## src/hdl/sida_pkg.sv

```systemverilog
// Shared constants, codes and control types for the slot id allocator.
package sida_pkg;

  localparam int SLOTS  = 1024;
  localparam int ID_W   = $clog2(SLOTS);
  localparam int CNT_W  = ID_W + 1;
  localparam int DATA_W = 32;
  localparam int ADDR_W = 3;

  localparam logic [CNT_W-1:0] SLOTS_C = CNT_W'(SLOTS);
  localparam logic [CNT_W-1:0] MAX_RST = CNT_W'(1024);
  localparam logic [ID_W-1:0]  RSV_RST = ID_W'(1);

  localparam logic [1:0] ACT_ALLOC   = 2'd0;
  localparam logic [1:0] ACT_RELEASE = 2'd1;
  localparam logic [1:0] ACT_INIT    = 2'd2;

  localparam logic [1:0] ST_OK     = 2'd0;
  localparam logic [1:0] ST_EMPTY  = 2'd1;
  localparam logic [1:0] ST_REJECT = 2'd2;
  localparam logic [1:0] ST_FULL   = 2'd3;

  localparam logic CFG_MAX = 1'b0;
  localparam logic CFG_RSV = 1'b1;

  typedef struct packed {
    logic init_start;
    logic sweep_step;
    logic emit_init;
    logic alloc_rd;
    logic alloc_wr;
    logic fl_start;
    logic fl_rdp;
    logic fl_rdm;
    logic fl_wr;
    logic fl_end;
    logic rel;
    logic bad;
  } sida_cmd_t;

  typedef struct packed {
    logic free_empty;
    logic fl_more;
    logic sweep_last;
  } sida_sts_t;

endpackage

```

## src/hdl/sida_ctrl.sv

```systemverilog
// Controller state machine: sequences sweeps, allocates and pending flushes.
module sida_ctrl import sida_pkg::*; (
  input  logic      clk,
  input  logic      rst_n,
  input  logic      start,
  input  logic [1:0] action,
  input  sida_sts_t sts,
  output sida_cmd_t cmd,
  output logic      busy
);

  typedef enum logic [5:0] {
    S_IDLE  = 6'b000001,
    S_SWEEP = 6'b000010,
    S_ALLOC = 6'b000100,
    S_FCHK  = 6'b001000,
    S_FRDM  = 6'b010000,
    S_FWR   = 6'b100000
  } state_t;

  state_t state_r, state_nxt;
  logic   emit_r, emit_nxt;

  always_comb begin
    cmd       = '0;
    state_nxt = state_r;
    emit_nxt  = emit_r;
    unique case (state_r)
      S_IDLE: begin
        if (start) begin
          unique case (action)
            ACT_ALLOC: begin
              if (sts.free_empty) begin
                cmd.fl_start = 1'b1;
                state_nxt    = S_FCHK;
              end else begin
                cmd.alloc_rd = 1'b1;
                state_nxt    = S_ALLOC;
              end
            end
            ACT_RELEASE: cmd.rel = 1'b1;
            ACT_INIT: begin
              cmd.init_start = 1'b1;
              emit_nxt       = 1'b1;
              state_nxt      = S_SWEEP;
            end
            default: cmd.bad = 1'b1;
          endcase
        end
      end
      S_SWEEP: begin
        cmd.sweep_step = 1'b1;
        if (sts.sweep_last) begin
          cmd.emit_init = emit_r;
          emit_nxt      = 1'b0;
          state_nxt     = S_IDLE;
        end
      end
      S_ALLOC: begin
        cmd.alloc_wr = 1'b1;
        state_nxt    = S_IDLE;
      end
      S_FCHK: begin
        if (sts.fl_more) begin
          cmd.fl_rdp = 1'b1;
          state_nxt  = S_FRDM;
        end else begin
          cmd.fl_end = 1'b1;
          state_nxt  = S_IDLE;
        end
      end
      S_FRDM: begin
        cmd.fl_rdm = 1'b1;
        state_nxt  = S_FWR;
      end
      S_FWR: begin
        cmd.fl_wr = 1'b1;
        state_nxt = S_FCHK;
      end
      default: state_nxt = S_IDLE;
    endcase
  end

  always_ff @(posedge clk) begin
    if (!rst_n) begin
      state_r <= S_SWEEP;
      emit_r  <= 1'b0;
    end else begin
      state_r <= state_nxt;
      emit_r  <= emit_nxt;
    end
  end

  assign busy = (state_r != S_IDLE);

endmodule

```

## config.mk

```make
export PLATFORM = sky130hd
export DESIGN_NAME = sida_ctrl
export DESIGN_NICKNAME = d
export VERILOG_FILES = /design/src/hdl/sida_pkg.sv /design/src/hdl/sida_ctrl.sv
export SDC_FILE = /design/constraint.sdc
export NUM_CORES = 1
export LEC_CHECK = 0
export CAP_MARGIN = 5
export CORE_MARGIN = 8
export CORE_UTILIZATION = 30
export CTS_BUF_LIST = sky130_fd_sc_hd__clkbuf_16
export CTS_CLUSTER_SIZE = 8
export DETAILED_ROUTE_END_ITERATION = 16
export DONT_BUFFER_PORTS = 1
export PLACE_DENSITY = 0.56
export SLEW_MARGIN = 20
export SYNTH_ARGS = -nofsm -noshare
export SYNTH_HDL_FRONTEND = slang
export SYNTH_SLANG_ARGS = --single-unit
export TNS_END_PERCENT = 5
```

## constraint.sdc

```tcl
create_clock -name clk -period 1.7 [get_ports clk]
set_clock_uncertainty 0.15 [all_clocks]
set_input_delay 0.085 -clock clk [delete_from_list [all_inputs] [get_ports clk]]
set_output_delay 0.085 -clock clk [all_outputs]
set_load 0.01 [all_outputs]
```

==> metrics.md, run 1 <==
| Metric | Value |
|---|---|
| Area share of the largest cell type after synthesis | `between 30% and 40%` |
| Post-Syn Area | `415 um2` |
| Antenna Nets Post-Route | `0` |
| Worst vdd rail ir drop | `0.638 mV` |
| DRT Pass-1 Iters | `2` |
| Worst Setup End Kind | `output pin` |
| Slew Limit Headroom | `77.7%` |
| First-pass GRT wire length | `~2100 um` |
| RePlAce Congestion | `about 0.76` |
| Min Hold Slack | `-4.14 ps` |
| Slew @ Worst Pin | `~330 ps` |
| Largest net degree at the start of global routing | `7` |
| Layout area overhead | `74.1%` |
| Drt total wl | `between 1000 and 1500 um` |
| Final period util | `114%` |
| Critical path cell sequence | `or4_4 -> nor3b_2 -> buf_4 -> and2b_1 -> buf_6` |
| Commonest non-fill, non-tap cell in the layout | `buf_4` |
| Setup TNS | `-1040 ps` |
| Worst reg-to-reg setup slack | `-110 ps` |
| Status | `complete, but fails checks` |
| Met2 wire length | `a little under 700 um` |
| Vias in the first global route | `between 500 and 600` |
| WL met1 | `530 um` |
| CTS clk-pin slew, worst paths | `approximately 40 ps` |
| Root Buffer Master | `clkbuf_16` |
| Inst Count DP | `78` |
| Max Freq | `approximately 0.52 GHz` |
| Die W | `around 53 um` |
| Cell area after layout | `about 720 um2` |
| Seq cells post-synth | `7` |
| CP Data Arrival Time | `around 1700 ps` |
| Setup violations, final | `12` |
| Family with the most delay on the worst path | `simple AND/OR/NAND/NOR gates` |
| MaxCap Viol Count | `0` |
| Vias | `~470` |
| DIE HEIGHT | `53.2 um` |
| Inserted Diodes | `0` |
| Post-route setup slack | `-236 ps` |
| Share of layout cells above drive strength 1 | `45.9%` |
| Initial antenna violation count | `0` |
| Failing checks | `negative hold slack, negative setup slack` |
| Routed length on met3 | `between 70 and 80 um` |
| Area leader, netlist | `dfxtp_1` |
| HP Class | `input pin to register` |
| Final min period | `just under 2000 ps` |
| Critical path's slowest cell | `or4_4` |
| Clk Latency, worst-skew pair | `230 ps` |
| Nets@finish | `a little over 80` |
| Crit Reg-Reg Endpoint | `state_r[3]` |
| Drt initial violations | `3` |
| DR vias/cell | `~5.3` |
| Netlist cell types | `25` |
| Non-Filler Instances | `between 80 and 90` |
| Row cnt | `13` |
| Max incr delay on CP | `roughly 520 ps` |
| Min-Delay Endpoint | `state_r[3]` |
| Syn. warnings | `0` |
| Mapped Cells | `47` |
| Core Box Area | `between 1000 and 1500 um2` |
| Hold_sp | `sts[2]` |
| Most frequent cells in the layout | `buf_4 (17), dfxtp_1 (5), dlygate4sd3_1 (5)` |
| TritonCTS clock tree | `built` |
| # IOs | `21` |
| Port bufs | `0` |
| PD cells | `slightly above 900 nW/um2` |
| Overall Global Routing Usage | `10.4%` |
| H-tree depth | `1` |
| Critical path class | `register to output pin` |
| Drt drc | `0` |
| Register area share after synthesis | `approximately 34%` |
| Crit path buf inv count | `2` |
| Area after DPL | `554 um2` |
| Worst Path Max Fanout | `6` |
| Total congestion overflow | `0` |
| LEAKAGE | `0.359 nW` |
| FF-to-FF Start | `state_r[2]` |
| Top Metal Used | `met4` |
| Mapped Avg Cell Area | `~8.8 um2` |
| Clk buf depth | `2` |
| Final max-slew violation count | `0` |
| Final hold vios | `1` |
| Clock Sinks | `7` |
| Die area | `around 2800 um2` |
| Startpoint Class | `register` |
| CTS buffer count | `3` |
| Synth top area cells | `dfxtp_1 (34%), or4_4 (5.4%), and3_1 (4.5%)` |
| Wire per inst | `approximately 15 um` |
| Syn Nets | `between 50 and 60` |
| Initial Util | `between 30% and 40%` |
| Worst path required time | `about 1500 ps` |
| RSZ-0062 raised after global routing | `true` |
| Reg2Reg Depth | `4` |
| Hpwl dp | `slightly below 1000 um` |
| Hold path cells | `2` |
## worst max-delay path by stage
stage	endpoint	startpoint	depth (start not counted)	slack, ps
final	cmd[2]	state_r[4]	5	-240
after global routing	cmd[2]	state_r[4]	5	-290
after CTS	cmd[2]	state_r[4]	5	-220
after detailed placement	state_r[3]	state_r[2]	4	-100
after global placement	state_r[3]	state_r[2]	4	-80
after floorplan	cmd[9]	state_r[2]	3	-10
## cell usage after synthesis
master,instances
nand2b_1,1
nor3_1,2
o31a_2,1
o21ai_2,1
nor3b_1,2
o21ai_0,1
dfxtp_1,7
xor2_1,1
and3_1,3
and2b_1,1
nor2_1,4
nand2_1,4
o21ba_1,1
nor4b_1,1
and3b_2,1
o211a_1,1
nor4_1,3
a211oi_1,1
nand4_1,1
inv_1,3
o41a_1,1
nor3b_2,1
and2b_2,1
and3b_1,2
or4_4,2
## metal layers
layer	up-vias	track usage [%]
li1	230	-
met1	220	8.86
met2	15	18.4
met3	4	2.80
met4	0	10.5
met5	-	0
## registers in the layout, indices dropped and copies added (netlist names)
register	cells
emit_r	1
state_r	6
## cell type report
| class | count | area, um2 |
|---|---|---|
| Tap cell | 15 | 18.8 |
| Multi-Input combinational cell | 37 | 280 |
| Timing Repair Buffer | 23 | 189 |
| Clock inverter | 1 | 3.75 |
| Clock buffer | 3 | 75.1 |
| Inverter | 3 | 11.3 |
| Sequential cell | 7 | 145 |
| Fill cell | 118 | 578 |
## stage by stage
stage | worst slack [ps] | power (W) | util (%)
3_5_place_dp | -97.9 | 0.000255 | 42.6
5_1_grt | -293 | 0.000676 | 55.6
6_report | -236 | 0.000658 | 55.6
3_3_place_gp | -75.6 | 0.000253 | 42.6
4_1_cts | -224 | 0.000655 | 55.6
2_1_floorplan | -13.1 | 0.000222 | -
## power by group
group	leakage (nW)	internal, W	switching (W)
Combinational	0.258	0.0000505	0.0000422
Clock	0.0423	0.000306	0.0000850
Sequential	0.0585	0.000170	0.00000501
Total	0.359	0.000526	0.000132
## logic make-up after synthesis
logic type | Yosys count | synth area share, %
buffers and inverters | 3 | 2.71
AND/OR/NAND/NOR | 29 | 46.4
XOR/XNOR | 1 | 2.11
AO/OA/AOI/OAI | 7 | 15.1
flip-flops | 7 | 33.7
## what timing repair did
item,CTS,global route
setup buffers,2,0
hold endpoints to repair,4,0
hold buffers,5,0
pin swaps,4,0
setup endpoints to repair,17,15
resized for setup,8,0
gates cloned,0,0
Power figures use the tool's default switching activity.
==> inputs of run 2 (changes only) <==
- SKIP_LAST_GASP: not set -> 1
==> metrics.md, run 2 (same netlist as run 1, synthesis figures left out) <==
| Metric | Value |
|---|---|
| Inserted Diodes | `0 (unchanged)` |
| # IOs | `21 (unchanged)` |
| Die area | `2830 um2 (unchanged)` |
| Max incr delay on CP | `520 ps (about the same)` |
| Max Freq | `0.516 GHz (about the same)` |
| P_sw | `0.000129 W (-2.4%)` |
| Root Buffer Master | `clkbuf_16` |
| Final max-slew violation count | `0 (unchanged)` |
| MaxCap Viol Count | `0 (unchanged)` |
| Port bufs | `0 (unchanged)` |
| Power Internal | `0.000524 W (-0.36%)` |
| Vias in the first global route | `515 (unchanged)` |
| Nets@finish | `83 (unchanged)` |
| Startpoint Class | `register` |
| Vias | `459 (-2.1%)` |
| Die W | `53.2 um (unchanged)` |
| LEAKAGE | `0.361 nW (+0.59%)` |
| Hold_sp | `sts[2]` |
| H-tree depth | `1 (unchanged)` |
| FF-to-FF Start | `state_r[4]` |
| Failing checks | `negative hold slack, negative setup slack` |
| Wire per inst | `14.6 um (-2.5%)` |
| Overall Global Routing Usage | `10.1% (-0.22 points)` |
| Largest register by flop count | `state_r` |
| Share of layout cells above drive strength 1 | `39.2% (-6.8 points)` |
| HP Class | `input pin to register` |
| Final hold vios | `1 (unchanged)` |
| Layout area overhead | `69.9%` |
| Post-route setup slack | `-237 ps (-0.0920 ps)` |
| Status | `complete, but fails checks` |
| Min Hold Slack | `-4.14 ps (-0.00272 ps)` |
| Row cnt | `13 (unchanged)` |
| RSZ-0062 raised after global routing | `true` |
| Max reg flops | `6 (unchanged)` |
| Most frequent cells in the layout | `buf_4 (17), dfxtp_1 (6), dlygate4sd3_1 (5)` |
| Min-Delay Endpoint | `state_r[3]` |
| First-pass GRT wire length | `2080 um (-2.3%)` |
| CTS buffer count | `3 (unchanged)` |
| TritonCTS clock tree | `built` |
| Final period util | `114% (about the same)` |
| Hold path cells | `2 (unchanged)` |
| Critical path class | `register to output pin` |
| CTS clk-pin slew, worst paths | `40 ps (about the same)` |
| Worst path required time | `1460 ps (about the same)` |
| Logic pwr share | `13.5% (-0.6 points)` |
| Drt total wl | `1300 um (-2.5%)` |
| Antenna Nets Post-Route | `0 (unchanged)` |
| Reg2Reg Depth | `6 (+2)` |
| PD cells | `925 nW/um2 (+1.7%)` |
| Worst vdd rail ir drop | `0.638 mV (about the same)` |
| Clk Latency, worst-skew pair | `230 ps (about the same)` |
| Drt initial violations | `6 (+3)` |
| Drt drc | `0 (unchanged)` |
| Final min period | `1940 ps (+0.0920 ps)` |
| Crit path buf inv count | `2 (unchanged)` |
| Hpwl dp | `968 um (unchanged)` |
| Area after DPL | `554 um2 (unchanged)` |
| Switch share | `19.8% (-0.33 points)` |
| Part of the power in registers | `26.7% (about the same)` |
| Critical path cell sequence | `or4_4 -> nor3b_2 -> buf_4 -> and2b_1 -> buf_6` |
| Slew @ Worst Pin | `474 ps (+143 ps)` |
| DIE HEIGHT | `53.2 um (unchanged)` |
| RePlAce Congestion | `0.758 (unchanged)` |
| Critical path's slowest cell | `or4_4` |
| Worst reg-to-reg setup slack | `-110 ps (about the same)` |
| Commonest non-fill, non-tap cell in the layout | `buf_4` |
| Cell area after layout | `706 um2 (-2.4%)` |
| DRT Pass-1 Iters | `2 (unchanged)` |
| Initial Util | `31.9% (unchanged)` |
| DR vias/cell | `5.16 (-2.1%)` |
| Family with the most delay on the worst path | `simple AND/OR/NAND/NOR gates` |
| Fillers | `120 (+1.7%)` |
| Initial antenna violation count | `0 (unchanged)` |
| Core Box Area | `1300 um2 (unchanged)` |
| Worst Path Max Fanout | `6 (unchanged)` |
| Largest net degree at the start of global routing | `7 (unchanged)` |
| Slew Limit Headroom | `68.1% (-9.6 points)` |
| Setup violations, final | `15 (+3)` |
| Clock Sinks | `7 (unchanged)` |
| Total congestion overflow | `0 (unchanged)` |
| Worst Setup End Kind | `output pin` |
| Clock power frac | `59.8% (+0.5 points)` |
| CP Data Arrival Time | `1700 ps (about the same)` |
| Crit Reg-Reg Endpoint | `state_r[0]` |
| Clk buf depth | `2 (unchanged)` |
| Largest regs | `state_r x6, emit_r x1` |
## run 2: cell counts in the layout (fill, tap and decap cells not counted)
No cell type changed its count.
## run 2: worst max path at each step
stage,startpoint,to,slack (ps),depth (start not counted)
finish,state_r[4],cmd[2],-240,5
CTS,state_r[4],cmd[2],-220,5
floorplan,state_r[2],cmd[9],-10,3
global placement,state_r[2],state_r[3],-80,4
detailed placement,state_r[2],state_r[3],-100,4
global route,state_r[4],cmd[2],-290,5
## run 2: cell type report
class	instances	area (um2)	share of cell area, %
well taps	15	18.8	2.66
flip-flops and latches	7	144	20.4
inverters	3	11.3	1.60
clock inverters	1	3.75	0.532
repair buffers	23	189	26.8
clock buffers	3	75.1	10.6
multi-input cells	37	264	37.4
## run 2: worst reg2reg max path, delay by kind of cell, from the launching register on
| family | cells | cell delay (ps) |
|---|---|---|
| flip-flops | 1 | 350 |
| AO/OA/AOI/OAI | 1 | 130 |
| buffers and inverters | 2 | 250 |
| AND/OR/NAND/NOR | 3 | 880 |
## run 2: stage by stage
stage	setup TNS, ps	utilization (%)	setup slack, ps	power [W]	std cells
2_1_floorplan	-20.7	-	-13.1	0.000222	47
3_3_place_gp	-138	42.6	-75.6	0.000253	78
3_5_place_dp	-216	42.6	-97.9	0.000255	78
4_1_cts	-1340	54.2	-224	0.000651	89
5_1_grt	-2300	54.2	-293	0.000672	89
6_report	-1340	54.2	-237	0.000653	89
## run 2: timing repair
action,CTS,global route
setup buffers,2,0
setup endpoints to repair,17,17
gates resized for setup,3,0
pin swaps,3,0
hold endpoints to repair,4,0
hold buffers,5,0
## run 2: power by group through the flow
stage | Combinational, W | Sequential (W) | Clock [W]
6_report | 0.0000883 | 0.000174 | 0.000391
2_1_floorplan | 0.0000434 | 0.000179 | 0
5_1_grt | 0.0000951 | 0.000175 | 0.000402
3_3_place_gp | 0.0000745 | 0.000178 | 0
3_5_place_dp | 0.0000767 | 0.000178 | 0
4_1_cts | 0.0000888 | 0.000174 | 0.000389
## run 2: per-layer routing
layer | global-route usage [%] | up-vias | wire [um]
met1 | 8.70 | 211 | 537
met4 | 10.5 | 0 | 45
met3 | 2.80 | 4 | 75
li1 | - | 229 | -
met2 | 17.8 | 15 | 645
met5 | 0 | - | 0
